**config.mk**
```make
export PLATFORM = sky130hd
export DESIGN_NAME = som_lfsr
export DESIGN_NICKNAME = d
export VERILOG_FILES = /design/src/rtl/core/som_pkg.sv /design/src/rtl/core/som_lfsr.sv
export SDC_FILE = /design/constraint.sdc
export NUM_CORES = 1
export LEC_CHECK = 0
export BUFFER_PORTS_ARGS = -buffer_cell sky130_fd_sc_hd__buf_4
export CORE_MARGIN = 10
export CORE_UTILIZATION = 45
export DETAILED_ROUTE_END_ITERATION = 12
export PLACE_DENSITY = 0.77
export SLEW_MARGIN = 25
export SYNTH_ARGS = -nofsm -noshare
export SYNTH_HDL_FRONTEND = slang
export SYNTH_SLANG_ARGS = --single-unit
```
**constraint.sdc**
```tcl
create_clock -name clk -period 3.3 [get_ports clk]
set_clock_uncertainty 0.1 [all_clocks]
set_input_delay 0.99 -clock clk [delete_from_list [all_inputs] [get_ports clk]]
set_output_delay 0.99 -clock clk [all_outputs]
set_load 0.05 [all_outputs]
```
**src/rtl/core/som_pkg.sv**
```systemverilog
`timescale 1ns / 1ps
// Package for the slice owner map allocator: sizes, codes, payload and
// owner entry types. No dependencies.
package som_pkg;

    localparam int MAX_SLICES  = 4096;
    localparam int NUM_VOLUMES = 16;

    localparam int SLICE_W   = 12;
    localparam int VOL_W     = 4;
    localparam int TOTAL_W   = 13;
    localparam int CNT_W     = $clog2(MAX_SLICES) + 1;
    localparam int ADDR_W    = $clog2(MAX_SLICES);
    localparam int CFG_W     = 32;
    localparam int CFG_IDX_W = 1;
    localparam int LFSR_W    = 32;
    localparam int ENTRY_W   = VOL_W + 1;

    localparam logic [LFSR_W-1:0]  SEED_DEFAULT  = 32'd44257;
    localparam logic [LFSR_W-1:0]  LFSR_TAPS     = 32'hD000_0001;
    localparam logic [TOTAL_W-1:0] TOTAL_DEFAULT = 13'd4096;

    typedef enum logic [1:0] {
        REQ_ASSIGN = 2'd0,
        REQ_FREE   = 2'd1,
        REQ_ALLOC  = 2'd2,
        REQ_NOP    = 2'd3
    } req_type_t;

    typedef enum logic [1:0] {
        STAT_OK      = 2'd0,
        STAT_RANGE   = 2'd1,
        STAT_ALREADY = 2'd2,
        STAT_NOFREE  = 2'd3
    } status_t;

    typedef enum logic [CFG_IDX_W-1:0] {
        CFG_TOTAL = 1'd0,
        CFG_SEED  = 1'd1
    } cfg_index_t;

    typedef enum logic [2:0] {
        S_CLEAR,
        S_IDLE,
        S_RESP,
        S_RMW,
        S_DRAW,
        S_CHECK
    } state_t;

    typedef struct packed {
        req_type_t          req_type;
        logic [SLICE_W-1:0] slice_index;
        logic [VOL_W-1:0]   volume;
    } req_t;

    typedef struct packed {
        status_t            status;
        logic [SLICE_W-1:0] chosen_slice;
    } rsp_t;

    typedef struct packed {
        logic             owned;
        logic [VOL_W-1:0] vol;
    } entry_t;

    typedef struct packed {
        logic              we;
        logic [ADDR_W-1:0] waddr;
        entry_t            wdata;
        logic              re;
        logic [ADDR_W-1:0] raddr;
    } mem_req_t;

endpackage

```
**src/rtl/core/som_lfsr.sv**
```systemverilog
`timescale 1ns / 1ps
// Random draw generator: 32-bit Galois LFSR with seed load.
// Depends on som_pkg.
module som_lfsr (
    input  logic                        clk,
    input  logic                        rst_n,
    input  logic                        load,
    input  logic [som_pkg::LFSR_W-1:0]  seed,
    input  logic                        step,
    output logic [som_pkg::LFSR_W-1:0]  next_val
);
    import som_pkg::*;

    logic [LFSR_W-1:0] lfsr_reg;
    logic [LFSR_W-1:0] lfsr_next;

    assign next_val = (lfsr_reg >> 1) ^ (lfsr_reg[0] ? LFSR_TAPS : '0);

    always_comb
    begin
        lfsr_next = lfsr_reg;
        if (load)
        begin
            lfsr_next = (seed == '0) ? SEED_DEFAULT : seed;
        end
        else if (step)
        begin
            lfsr_next = next_val;
        end
    end

    always_ff @(posedge clk or negedge rst_n)
    begin
        if (!rst_n)
        begin
            lfsr_reg <= SEED_DEFAULT;
        end
        else
        begin
            lfsr_reg <= lfsr_next;
        end
    end

endmodule

```
Word level (Yosys, flattened, before mapping) --
Index checks and enable logic that the tools add are counted.
Word-level totals: output and inout bits 32, bits in registers 32
Operators by class: reduce and logical (&&, ||, !) cells 2, bitwise gates (word level) 1, muxes and demuxes 4
Operator list (count):
- $mux W32 | 4
- $logic_not A32 Y1 | 1
- $xor A31 B32 Y32 | 1
- $reduce_bool A2 Y1 | 1

Logic depth before layout (Yosys ltp) --
depth in word-level cells 4, depth in mapped cells 6, depth with buffers taken out 4

Worst setup path after synthesis --
Ideal clock, no wire load.
path kind register to output, from register lfsr_reg[0], to output port next_val[28] (netlist name), required time 2.210 ns, slack 0.745 ns, arrival time 1.465 ns, cell stages (with the launch flop) 3, cells stage by stage dfstp_2 -> buf_2 -> xor2_1
Between the ends: cells in the longest elaborated chain, start to end 2
RTL lines:
- start: declaration | line som_lfsr.sv:14 | logic [LFSR_W-1:0] lfsr_reg;
- start signal: assignment | line som_lfsr.sv:40 | lfsr_reg <= lfsr_next;
- $mux W32 | line som_lfsr.sv:17 | assign next_val = (lfsr_reg >> 1) ^ (lfsr_reg[0] ? LFSR_TAPS : '0);
- $xor A31 B32 Y32 | line som_lfsr.sv:17
- end: declaration | line som_lfsr.sv:10 | output logic [som_pkg::LFSR_W-1:0] next_val
Every way passes these cells.

Worst setup path in the final report --
from register lfsr_reg[0], to output port next_val[30] (netlist name)
The elaborated chain is that of the path after synthesis.

==> run summary <==
Global routing
- 0 — overall overflow remaining after global route
- 1,468 — number of global-route vias before repair
- 12.3% — all-layer global routing usage
- 7.14 mm — wire length of the first global-routing pass
- 0 — antenna violations before repair
- 65 — largest net degree at the start of global routing

Timing
- 64.3% — Relative slew margins
- 2.42 ns — minimum clock period after layout
- 0 ns — setup tns final
- 0.413 GHz — highest clock frequency the design can meet
- 0 — number of pins with negative max-slew slack in the final report
- 0.490 ns — worst slack on hold paths
- 0.536 ns — transition at the pin with the smallest max-transition slack
- 0 — final-report hold violation count
- no — RSZ-0062 raised after global routing
- 0 — final number of setup-violating endpoints
- 73.5% — final worst-path cycle share

Clocking
- 0 — number of buffers inserted by post-CTS setup repair
- 32 — Clock Sink Count
- 0 — number of cells upsized or downsized after cts
- 2 — H-tree Lvls
- done — TritonCTS clock tree
- 5 — CTS buffer count
- 2 — CTS Buffer Depth
- 0 — quantity of hold-fixing buffers added after cts
- 0.28 ns — clock insertion delay at the later pin of the skew report
- 0.07 ns — Clock Pin Slew Worst Setup and Hold Paths
- clkbuf_8 — library cell used as clock root buffer

Yosys
- 1.91% — parity-gate share of the synthesized area counting xor and xnor cells
- 44.1% — register area share after synthesis
- dfrtp_1 33%, mux2i_1 13%, buf_4 12%, dfstp_2 11%, o21ai_0 6.5% — cells taking the most area after synthesis
- 32.7% — portion of synthesized cell area occupied by the leading cell type
- 1840 um2 — synthesized cell area
- 194 — cell count after synthesis
- 21 — Netlist cell types
- 11.8% — synthesized-area fraction occupied by and/or/nand/nor cells
- dfrtp_1 — cell taking the most area after synthesis
- 230 — number of nets in the synthesized netlist
- 9.47 um2 — post-synthesis average cell area
- 32 — number of synthesized register bits
- 0 — total of warnings raised by yosys
- 0% — adder and majority cell fraction of the synthesized area
- buffers and inverters — combinational family with the most area after synthesis
- 12.1% — area fraction in compound gates after synthesis
- 13.1% — multiplexer share of the synthesized area

Critical path
- 1 — Crit path buffers/inverters
- primary output — CP endpoint kind
- reg2out — Worst Setup Path Type
- lfsr_reg[0]$_DFFE_PN1P_ — worst reg2reg path startpoint
- lfsr_reg[0]$_DFFE_PN1P_ — startpoint of the worst setup timing path
- 1.33 ns — crit path DAT
- flip-flops — kind of cell adding the most delay to the critical path
- xor2_1, buf_4 — cell breakdown of the critical path
- 2.21 ns — CP Data Required Time
- 3 — path depth of the worst reg2reg path
- 6 — biggest fanout along the worst timing path
- dfstp_2 — master of the slowest instance on the critical path
- 2.03 ns — minimum setup slack among reg-to-reg paths
- lfsr_reg[30]$_DFFE_PN0P_ — endpoint of the lowest-slack register-to-register path
- 0.61 ns — worst stage delay on the critical path
- flip-flop — type of element launching the critical path

Floorplan
- 23 — Site Rows
- 68 — I/O pin count
- 3970 um2 — placeable core area
- 46.3% — initial core utilization
- 83.9 um — Horiz. Die Dim
- 7040 um2 — full die area
- 83.9 um — die height

Routing
- 1,386 — total number of vias
- 0 — ANT nets after route
- 15.5 um — detailed-route wire length per cell
- 57 — DRC violation total after the first TritonRoute iteration
- 5.00 — Vias per Instance
- 4.29 mm — Routed WL
- 0 — count of unresolved DRC violations after routing
- 4 — length of the first detailed-routing pass in iterations

Final layout
- 32 — max FFs per register
- 2210 um2 — design area
- 262 — Final nets
- 277 — non-filler instance count after layout
- 36.1% — layout cells sized above 1
- 0 — count of inserted antenna diode cells
- 20.5% — area overhead of the layout relative to synthesis

Min path
- lfsr_reg[12]$_DFFE_PN0P_ — Hold Crit Start
- 2 — worst hold path cell count
- lfsr_reg[12]$_DFFE_PN0P_ — endpoint with the worst hold slack
- reg2reg — worst hold path type

Place
- 2120 um2 — cell area after placement
- 0.784 — RD Place Congestion
- 67 — Port Buffer Count
- 269 — instance count after placement with tap cells included
- 3.25 mm — hpwl dp

Power
- 531 nW/um2 — Cell Pwr Density
- 302 uV — peak ir drop on the vdd network
- 0.00108 uW — leakage power summed over all cells
- 1180 uW — total power of the final layout

Run
- 0 — number of max-cap violations

Status
- finished clean — outcome

[logic make-up after synthesis]
| family | Yosys count |
|---|---|
| muxes | 24 |
| DFF | 32 |
| buffers and inverters | 51 |
| and+or+nand+nor | 44 |
| xor gates and xnor gates | 4 |
| AOI/OAI and AO/OA | 39 |
[layout make-up]
type / count / area (um2)
fillers: 375 / 1760
flip-flops and latches: 32 / 811
multi-input cells: 111 / 714
repair buffers: 67 / 503
clock buffers: 8 / 90.1
well taps: 50 / 62.6
inverters: 9 / 33.8
[metrics by stage]
stage / util [%] / worst slack (ns)
6_report: 55.8 / 0.876
2_1_floorplan: - / 0.745
3_5_place_dp: 53.5 / 0.901
3_3_place_gp: 53.5 / 0.920
4_1_cts: 55.8 / 0.854
5_1_grt: 55.8 / 0.801
[layer usage]
| metal | vias up | track usage, % | routed length, um |
|---|---|---|---|
| met2 | 41 | 20.1 | 2080 |
| met3 | 5 | 4.59 | 292 |
| li1 | 700 | - | - |
| met4 | 0 | 4.57 | 55 |
| met1 | 640 | 14.1 | 1860 |
| met5 | - | 0 | 0 |
[power breakdown]
part           total (uW)  internal (uW)  switching [uW]
sequential            479            443            35.9
combinational         393            132             261
clock                 304            170             135
total                1180            745             432
[synth_stat cells]
cell and number:
dfstp_2 8, or2_1 1, buf_1 1, and2_1 7, dfrtp_1 24, buf_2 4, clkbuf_1 7, buf_4 29
nand2_1 25, nor4_1 7, o21ai_0 24, xnor2_1 1, mux2i_1 24, a31oi_1 8, inv_1 9, nor2_1 1
xor2_1 3, nand4_1 2, a211oi_1 7, nor4_2 1, buf_6 1
[cells in the final DEF (no fill, tap or decap)]
master / instances
nand2_1: 25
o21ai_0: 24
or2_1: 1
a211oi_1: 7
xnor2_1: 1
mux2i_1: 24
buf_4: 67
nand4_1: 2
dfrtp_1: 24
dfstp_2: 8
nor4_2: 1
a31oi_1: 8
clkbuf_1: 2
nor4_1: 7
xor2_1: 3
clkbuf_8: 6
nor2_1: 1
inv_1: 9
and2_1: 7
[how the worst max path moves through the flow]
stage	cells after the start	slack (ns)	endpoint
3_5_place_dp	5	0.90	lfsr_reg[6]$_DFFE_PN1P_
5_1_grt	2	0.80	next_val[28]
6_report	2	0.88	next_val[30]
2_1_floorplan	2	0.75	next_val[28]
4_1_cts	2	0.85	next_val[30]
3_3_place_gp	5	0.92	lfsr_reg[11]$_DFFE_PN1P_
[worst min-delay path, cell delays in order (launching register included)]
cell	delay (ns)
dfrtp_1	0.36
mux2i_1	0.07
o21ai_0	0.13
Power figures use the tool's default switching activity.
