--- src/rtl/core/som_pkg.sv ---
`timescale 1ns / 1ps
// Package for the slice owner map allocator: sizes, codes, payload and
// owner entry types. No dependencies.
package som_pkg;

    localparam int MAX_SLICES  = 4096;
    localparam int NUM_VOLUMES = 16;

    localparam int SLICE_W   = 12;
    localparam int VOL_W     = 4;
    localparam int TOTAL_W   = 13;
    localparam int CNT_W     = $clog2(MAX_SLICES) + 1;
    localparam int ADDR_W    = $clog2(MAX_SLICES);
    localparam int CFG_W     = 32;
    localparam int CFG_IDX_W = 1;
    localparam int LFSR_W    = 32;
    localparam int ENTRY_W   = VOL_W + 1;

    localparam logic [LFSR_W-1:0]  SEED_DEFAULT  = 32'd44257;
    localparam logic [LFSR_W-1:0]  LFSR_TAPS     = 32'hD000_0001;
    localparam logic [TOTAL_W-1:0] TOTAL_DEFAULT = 13'd4096;

    typedef enum logic [1:0] {
        REQ_ASSIGN = 2'd0,
        REQ_FREE   = 2'd1,
        REQ_ALLOC  = 2'd2,
        REQ_NOP    = 2'd3
    } req_type_t;

    typedef enum logic [1:0] {
        STAT_OK      = 2'd0,
        STAT_RANGE   = 2'd1,
        STAT_ALREADY = 2'd2,
        STAT_NOFREE  = 2'd3
    } status_t;

    typedef enum logic [CFG_IDX_W-1:0] {
        CFG_TOTAL = 1'd0,
        CFG_SEED  = 1'd1
    } cfg_index_t;

    typedef enum logic [2:0] {
        S_CLEAR,
        S_IDLE,
        S_RESP,
        S_RMW,
        S_DRAW,
        S_CHECK
    } state_t;

    typedef struct packed {
        req_type_t          req_type;
        logic [SLICE_W-1:0] slice_index;
        logic [VOL_W-1:0]   volume;
    } req_t;

    typedef struct packed {
        status_t            status;
        logic [SLICE_W-1:0] chosen_slice;
    } rsp_t;

    typedef struct packed {
        logic             owned;
        logic [VOL_W-1:0] vol;
    } entry_t;

    typedef struct packed {
        logic              we;
        logic [ADDR_W-1:0] waddr;
        entry_t            wdata;
        logic              re;
        logic [ADDR_W-1:0] raddr;
    } mem_req_t;

endpackage

--- src/rtl/core/som_ctrl.sv ---
`timescale 1ns / 1ps
// Request sequencer: read-modify-write of the owner table, draw loop,
// owned count, total register and result register. Depends on som_pkg.
module som_ctrl (
    input  logic                           clk,
    input  logic                           rst_n,
    input  logic                           cfg_we,
    input  logic [som_pkg::CFG_IDX_W-1:0]  cfg_index,
    input  logic [som_pkg::CFG_W-1:0]      cfg_wdata,
    input  logic                           in_valid,
    output logic                           in_ready,
    input  som_pkg::req_t                  in_req,
    output logic                           out_valid,
    input  logic                           out_ready,
    output som_pkg::rsp_t                  out_rsp,
    output logic                           lfsr_step,
    input  logic [som_pkg::LFSR_W-1:0]     lfsr_next,
    output som_pkg::mem_req_t              mem,
    input  som_pkg::entry_t                ram_rdata
);
    import som_pkg::*;

    state_t              state_reg, state_next;
    logic [ADDR_W-1:0]   clr_cnt_reg, clr_cnt_next;
    logic [TOTAL_W-1:0]  total_reg, total_next;
    logic [CNT_W-1:0]    owned_count_reg, owned_count_next;
    req_t                req_reg, req_next;
    logic [SLICE_W-1:0]  draw_reg, draw_next;
    rsp_t                pend_rsp_reg, pend_rsp_next;
    logic                out_valid_reg, out_valid_next;
    rsp_t                out_rsp_reg, out_rsp_next;

    logic [TOTAL_W-1:0]  eff_total;
    logic                slot_free;
    logic                post;
    rsp_t                post_rsp;
    logic                in_range;
    logic                vol_ok;
    logic [SLICE_W-1:0]  draw;

    assign eff_total = (total_reg >= TOTAL_W'(MAX_SLICES)) ? TOTAL_W'(MAX_SLICES) : total_reg;
    assign slot_free = !out_valid_reg || out_ready;
    assign in_range  = {1'b0, in_req.slice_index} < eff_total;
    assign vol_ok    = (in_req.req_type != REQ_ASSIGN) ||
                       ({1'b0, in_req.volume} < (VOL_W + 1)'(NUM_VOLUMES));
    assign draw      = lfsr_next[SLICE_W-1:0];

    assign out_valid = out_valid_reg;
    assign out_rsp   = out_rsp_reg;

    always_comb
    begin
        state_next       = state_reg;
        clr_cnt_next     = clr_cnt_reg;
        total_next       = total_reg;
        owned_count_next = owned_count_reg;
        req_next         = req_reg;
        draw_next        = draw_reg;
        pend_rsp_next    = pend_rsp_reg;
        out_valid_next   = out_valid_reg && !out_ready;
        out_rsp_next     = out_rsp_reg;
        post             = 1'b0;
        post_rsp         = '{status: STAT_OK, chosen_slice: '0};
        mem              = '0;
        lfsr_step        = 1'b0;
        in_ready         = (state_reg == S_IDLE);

        if (cfg_we && (cfg_index == CFG_TOTAL))
        begin
            total_next = cfg_wdata[TOTAL_W-1:0];
        end

        unique case (state_reg)
            S_CLEAR:
            begin
                mem.we       = 1'b1;
                mem.waddr    = clr_cnt_reg;
                mem.wdata    = '0;
                clr_cnt_next = clr_cnt_reg + ADDR_W'(1);
                if (clr_cnt_reg == '1)
                begin
                    state_next = S_IDLE;
                end
            end
            S_IDLE:
            begin
                if (in_valid)
                begin
                    req_next = in_req;
                    case (in_req.req_type) inside
                        REQ_ASSIGN, REQ_FREE:
                        begin
                            if (in_range && vol_ok)
                            begin
                                mem.re     = 1'b1;
                                mem.raddr  = in_req.slice_index;
                                state_next = S_RMW;
                            end
                            else
                            begin
                                pend_rsp_next = '{status: STAT_RANGE, chosen_slice: '0};
                                state_next    = S_RESP;
                            end
                        end
                        REQ_ALLOC:
                        begin
                            if (owned_count_reg >= eff_total)
                            begin
                                pend_rsp_next = '{status: STAT_NOFREE, chosen_slice: '0};
                                state_next    = S_RESP;
                            end
                            else
                            begin
                                state_next = S_DRAW;
                            end
                        end
                        default:
                        begin
                            pend_rsp_next = '{status: STAT_OK, chosen_slice: '0};
                            state_next    = S_RESP;
                        end
                    endcase
                end
            end
            S_RESP:
            begin
                if (slot_free)
                begin
                    post       = 1'b1;
                    post_rsp   = pend_rsp_reg;
                    state_next = S_IDLE;
                end
            end
            S_RMW:
            begin
                if (slot_free)
                begin
                    post       = 1'b1;
                    state_next = S_IDLE;
                    mem.waddr  = req_reg.slice_index;
                    if (req_reg.req_type == REQ_ASSIGN)
                    begin
                        if (ram_rdata.owned)
                        begin
                            post_rsp.status = STAT_ALREADY;
                        end
                        else
                        begin
                            mem.we           = 1'b1;
                            mem.wdata        = '{owned: 1'b1, vol: req_reg.volume};
                            owned_count_next = owned_count_reg + CNT_W'(1);
                        end
                    end
                    else if (ram_rdata.owned)
                    begin
                        mem.we    = 1'b1;
                        mem.wdata = '0;
                        if (owned_count_reg != '0)
                        begin
                            owned_count_next = owned_count_reg - CNT_W'(1);
                        end
                    end
                end
            end
            S_DRAW:
            begin
                lfsr_step = 1'b1;
                if ({1'b0, draw} < eff_total)
                begin
                    mem.re     = 1'b1;
                    mem.raddr  = draw;
                    draw_next  = draw;
                    state_next = S_CHECK;
                end
            end
            S_CHECK:
            begin
                if (ram_rdata.owned)
                begin
                    state_next = S_DRAW;
                end
                else if (slot_free)
                begin
                    post                  = 1'b1;
                    post_rsp.chosen_slice = draw_reg;
                    state_next            = S_IDLE;
                end
            end
            default:
            begin
                state_next = S_IDLE;
            end
        endcase

        if (post)
        begin
            out_valid_next = 1'b1;
            out_rsp_next   = post_rsp;
        end
    end

    always_ff @(posedge clk or negedge rst_n)
    begin
        if (!rst_n)
        begin
            state_reg       <= S_CLEAR;
            clr_cnt_reg     <= '0;
            total_reg       <= TOTAL_DEFAULT;
            owned_count_reg <= '0;
            out_valid_reg   <= 1'b0;
        end
        else
        begin
            state_reg       <= state_next;
            clr_cnt_reg     <= clr_cnt_next;
            total_reg       <= total_next;
            owned_count_reg <= owned_count_next;
            out_valid_reg   <= out_valid_next;
        end
    end

    always_ff @(posedge clk)
    begin
        req_reg      <= req_next;
        draw_reg     <= draw_next;
        pend_rsp_reg <= pend_rsp_next;
        out_rsp_reg  <= out_rsp_next;
    end

    a_count_bound: assert property (@(posedge clk) disable iff (!rst_n)
        owned_count_reg <= CNT_W'(MAX_SLICES))
        else $error("owned count exceeds slice capacity");

    a_count_step: assert property (@(posedge clk) disable iff (!rst_n)
        (owned_count_reg != $past(owned_count_reg)) |->
            ($past(state_reg) == S_RMW) &&
            ((owned_count_reg == $past(owned_count_reg) + CNT_W'(1)) ||
             (owned_count_reg == $past(owned_count_reg) - CNT_W'(1))))
        else $error("owned count moved outside a table update");

    a_chosen_zero: assert property (@(posedge clk) disable iff (!rst_n)
        (out_valid_reg && (out_rsp_reg.status != STAT_OK)) |->
            (out_rsp_reg.chosen_slice == '0))
        else $error("failed transaction carries a slice number");

    a_hit_in_range: assert property (@(posedge clk) disable iff (!rst_n)
        (state_reg == S_CHECK) |-> ({1'b0, draw_reg} < eff_total))
        else $error("checked draw lies outside the active slices");

endmodule

--- config.mk ---
export PLATFORM = sky130hd
export DESIGN_NAME = som_ctrl
export DESIGN_NICKNAME = d
export VERILOG_FILES = /design/src/rtl/core/som_pkg.sv /design/src/rtl/core/som_ctrl.sv
export SDC_FILE = /design/constraint.sdc
export NUM_CORES = 1
export LEC_CHECK = 0
export BUFFER_PORTS_ARGS = -buffer_cell sky130_fd_sc_hd__buf_4
export CAP_MARGIN = 20
export CORE_MARGIN = 2
export CORE_UTILIZATION = 47
export CTS_CLUSTER_DIAMETER = 30
export DETAILED_ROUTE_END_ITERATION = 6
export GPL_ROUTABILITY_DRIVEN = 0
export GPL_TIMING_DRIVEN = 0
export PLACE_DENSITY = 0.77
export SLEW_MARGIN = 30
export SYNTH_ARGS = -nofsm -noshare
export SYNTH_HDL_FRONTEND = slang
export SYNTH_SLANG_ARGS = --single-unit
--- constraint.sdc ---
create_clock -name clk -period 4.3 [get_ports clk]
set_clock_uncertainty 0.1 [all_clocks]
set_input_delay 0.215 -clock clk [delete_from_list [all_inputs] [get_ports clk]]
set_output_delay 0.215 -clock clk [all_outputs]
set_load 0.02 [all_outputs]
Yosys cells after proc, flatten, opt, wreduce, memory -nomap -nowiden:

Index checks and enable logic that the tools add are counted.

* add/subtract/negate cells: 3
* equality and inequality tests: 14
* bitwise gates (word level): 1
* $lt $le $gt $ge: 4
* reductions and logical operators: 18
* multiplexer cells: 44

Operators with widths (number)
* two-way mux 13 bit: 9
* two-way mux 14 bit: 5
* one-hot mux 18 bit (2 select lines): 1
* < comparator 12 x 13 -> 1 bit: 2
* one-hot mux 13 bit (2 select lines): 1
* two-way mux 12 bit: 2
* two-way mux 3 bit: 8
* one-hot mux 12 bit (2 select lines): 1
* two-way mux 18 bit: 1
* one-hot mux 3 bit (5 select lines): 1
* adder 13 x 1 -> 13 bit, second input constant: 1
* >= comparator 13 bit: 1
* >= comparator 13 bit, second input constant: 1
* nonzero test 13 bit: 1
* subtractor 13 x 1 -> 13 bit, second input constant: 1
* adder 12 x 1 -> 12 bit, second input constant: 1
* equality test 12 bit, second input constant: 1
* two-way mux 5 bit: 2
* != test 2 bit, second input constant: 5
* two-way mux 1 bit: 8
* equality test 3 x 2 -> 1 bit, second input constant: 2
* equality test 3 bit, second input constant: 2
* two-way mux 2 bit: 3
* AND reduction 5 bit: 1
* 17 further kinds: 23

* output and inout port bits: 48
* input bits: 93
* logic and storage cells: 97
* register bits after elaboration: 100

Longest topological paths before layout:

* word-level depth: 8
* depth in mapped cells: 11
* mapped depth without buffers: 9

Worst setup path before layout:

No wires, ideal clock.

* path kind: flip-flop to flip-flop
* from: register total_reg[12]
* to: register draw_reg[0], enable pin
* library setup time: 0.355 ns
* period minus slack after synthesis: 3.044 ns
* buffers on the path: 2
* cell stages (with the launch flop): 12
* slack: 1.256 ns
* data arrival time: 2.589 ns
* cells stage by stage: dfstp_2 > inv_1 > buf_1 > nand2_1 > ha_1 > nor4b_1 > o21ai_1 > a2111oi_1 > o31ai_1 > nand2_2 > buf_6 > and2_1

* word-level cells in the longest chain between the ends: 4

RTL lines
* start, declared: RTL line som_ctrl.sv:25 `logic [TOTAL_W-1:0] total_reg, total_next;`
* start signal, assigned: RTL line som_ctrl.sv:216 `total_reg <= total_next;`
* >= comparator 13 bit: RTL line som_ctrl.sv:41 `assign eff_total = (total_reg >= TOTAL_W'(MAX_SLICES)) ? TOTAL_W'(MAX_SLICES) : total_reg;`
* two-way mux 13 bit (*): RTL line som_ctrl.sv:41
* < comparator 12 x 13 -> 1 bit (*): RTL line som_ctrl.sv:168 `if ({1'b0, draw} < eff_total)`
* AND reduction 2 bit (no line) (*)
* end signal, assigned: RTL line som_ctrl.sv:225 `draw_reg <= draw_next;`
* end, declared: RTL line som_ctrl.sv:28 `logic [SLICE_W-1:0] draw_reg, draw_next;`

Mark *: on every way between the ends. The rest lies on a longest branch, timed or not.
A chain may end at the register's enable or synchronous reset.

==> metrics.txt <==
run status=complete, no violations; IO Port Bufs=97; CP endpoint kind=primary output; maximum root-to-sink buffer count=2; unique cell type count in the Yosys netlist=56; post-layout instance area=0.00652 sq mm; Die ar.=0.0114 sq mm; kind of critical path=reg -> out; worst hold path type=in -> reg; DRC=0; Post-Syn Instances=432; Arrival @ worst endpoint=3.59 ns; Hold Fails Final Rpt=0; PostCTS Resize Cnt=0; Num CTS Buffers=9; cell area after synthesis=0.00495 sq mm; Worst Reg-to-Reg Cells=11; antenna violations before repair=0; setup TNS=0 ns; Die Span X=107 um; CORE AREA=0.0103 sq mm; relative slew slack=48.6%; Initial Util=48.2%; post-layout min period=3.91 ns; Syn-to-layout area delta=31.6%; storage element area=0.00243 sq mm; Synth top area share=27.9%; fmax=256 MHz; vias in the first global route=4254; Final #Nets=728; asr flop ratio synth=47.7%; flops & latches, synth=88; routed via count=4150; syn avg cell area=11.5 sq um; post-DR vias/cell=5.72; CTS tree=done; WP data required=3.98 ns; I/O pin total=141; total wire length=13000 um; max reg flops=18; Area after DPL=0.00586 sq mm; H-tree depth=3; CP Max Fanout=10; Synth area leaders=edfxtp_1 (28%), dfrtp_1 (21%), ha_1 (13%); fill count=824; CTS root buffer=clkbuf_8; Worst IR Drop VDD=0.349 mV; largest net degree at the start of global routing=43; Clock transition at path regs=0.08 ns; RSZ-0062 raised after global routing=false; Top FF cell, synth=edfxtp_1; fin. max-slew vios=0; Pwr Density=594 mW/mm^2; Slew @ Worst Pin=0.771 ns; 1st-iter DRT viols=310; Routed wire per std cell=17.9 um; number of max-cap violations=0; DRT Pass-1 Iters=5; post-route ant nets=0; GRT Overall Usage=23.6%; first-pass GRT wire length=20800 um; Antenna diodes=0; die height=107 um; Ys Warns=0; Net Count, Synth=576; Final setup viols=0; Leak=2.92 nW; Post-synth EDFFs=46; hold path cells=3; Yosys top cell by area=edfxtp_1; register area share after synthesis=49.1%; num rows=37; fin util=63.5%; Final Power=0.00387 W; Final Hold Slack=0.0203 ns; Worst-Skew Late Latency=0.37 ns; period utilization=90.9%; startpoint type of the worst setup path=flop; share of layout cells above drive strength 1=25.5%; HPWL after DPL=9340 um; Clock Sinks=88; GRT overflow=0; multi-input logic area=0.00243 sq mm
kinds of logic (layout without fill, tap and decap cells):
group                    after synthesis  after routing  share of synthesized area [%]
flip-flops                            88             88                           49.1
multiplexers                          15             15                           3.38
buffers and inverters                 22            179                           1.89
XOR/XNOR                              23             23                           4.07
AO/OA/AOI/OAI                        108            108                           15.6
AND/OR/NAND/NOR                      125            125                           12.9
adder cells (fa/ha/maj)               51             51                           13.0
timing repair:
item,CTS,global route
hold buffers,44,0
setup buffers,0,0
endpoints found under the hold margin,84,0
where the power goes:
group | switching [W] | internal (W)
sequential | 0.000179 | 0.00115
clock | 0.000309 | 0.000334
combinational | 0.00108 | 0.000816
worst max-delay path, cell delays in order (launching register included):
cell and delay [ns]:
dfstp_2 0.40, inv_1 0.21, buf_1 0.40, nand2_1 0.22, ha_1 0.24, nor4b_1 0.34, o21ai_1 0.13, a2111oi_1 0.47
o31ai_1 0.16, nand2_2 0.16, buf_6 0.16, a32o_2 0.20, buf_4 0.14
Yosys cell counts, types with 10 or more instances:
library cell / n
ha_1: 50
edfxtp_1: 46
dfrtp_1: 41
nand2_1: 37
a21oi_1: 21
and2_1: 19
nor2_1: 18
o21ai_1: 14
mux2_2: 13
a22o_1: 12
a32o_2: 12
xnor2_1: 12
a21o_1: 11
o21ai_0: 11
xor2_1: 11
nand4_1: 10
final timing paths:
path                                      from  slack [ns]             endpoint
setup / recovery                 total_reg[12]        0.39              mem[11]
hold / removal                       out_ready        0.02            out_valid
setup reg to reg                 total_reg[12]        0.47          draw_reg[7]
hold reg to reg            owned_count_reg[12]        0.41  owned_count_reg[12]
max in group asynchronous                rst_n        3.42        total_reg[12]
min in group asynchronous                rst_n        0.28       clr_cnt_reg[6]
per-layer routing:
| metal | part of all wire (%) | up-vias | global-route usage, % |
|---|---|---|---|
| li1 | - | 1930 | - |
| met1 | 40 | 2014 | 27.3 |
| met2 | 51 | 164 | 41.4 |
| met3 | 5.9 | 42 | 5.53 |
| met4 | 3.2 | 0 | 10.9 |
| met5 | 0 | - | 0 |
cell usage in the layout, fill, tap and decap left out, drive strengths merged, types with 14 or more instances in the layout:
cell type | synthesis | layout
nor2 | 19 | 19
dlygate4sd3 | 0 | 44
dfrtp | 41 | 41
a21oi | 21 | 21
and2 | 19 | 19
nand2 | 38 | 38
ha | 50 | 50
clkbuf | 8 | 17
buf | 5 | 102
edfxtp | 46 | 46
mux2 | 14 | 14
o21ai | 25 | 25
metrics by stage:
step	instances	worst slack [ns]
6_report	725	0.390
5_1_grt	725	0.247
4_1_cts	725	0.465
3_5_place_dp	665	0.574
3_3_place_gp	665	0.719
2_1_floorplan	432	1.26
area by class of cell:
class | count | share of cell area, %
inverter | 9 | 0.518
sequential | 88 | 37.3
tap | 136 | 2.61
multi-input combinational | 322 | 37.3
clock inverter | 7 | 1.57
timing repair buffer | 141 | 17.9
buffer | 13 | 0.921
clock buffer | 9 | 1.90
(Power assumes the default switching activity.)
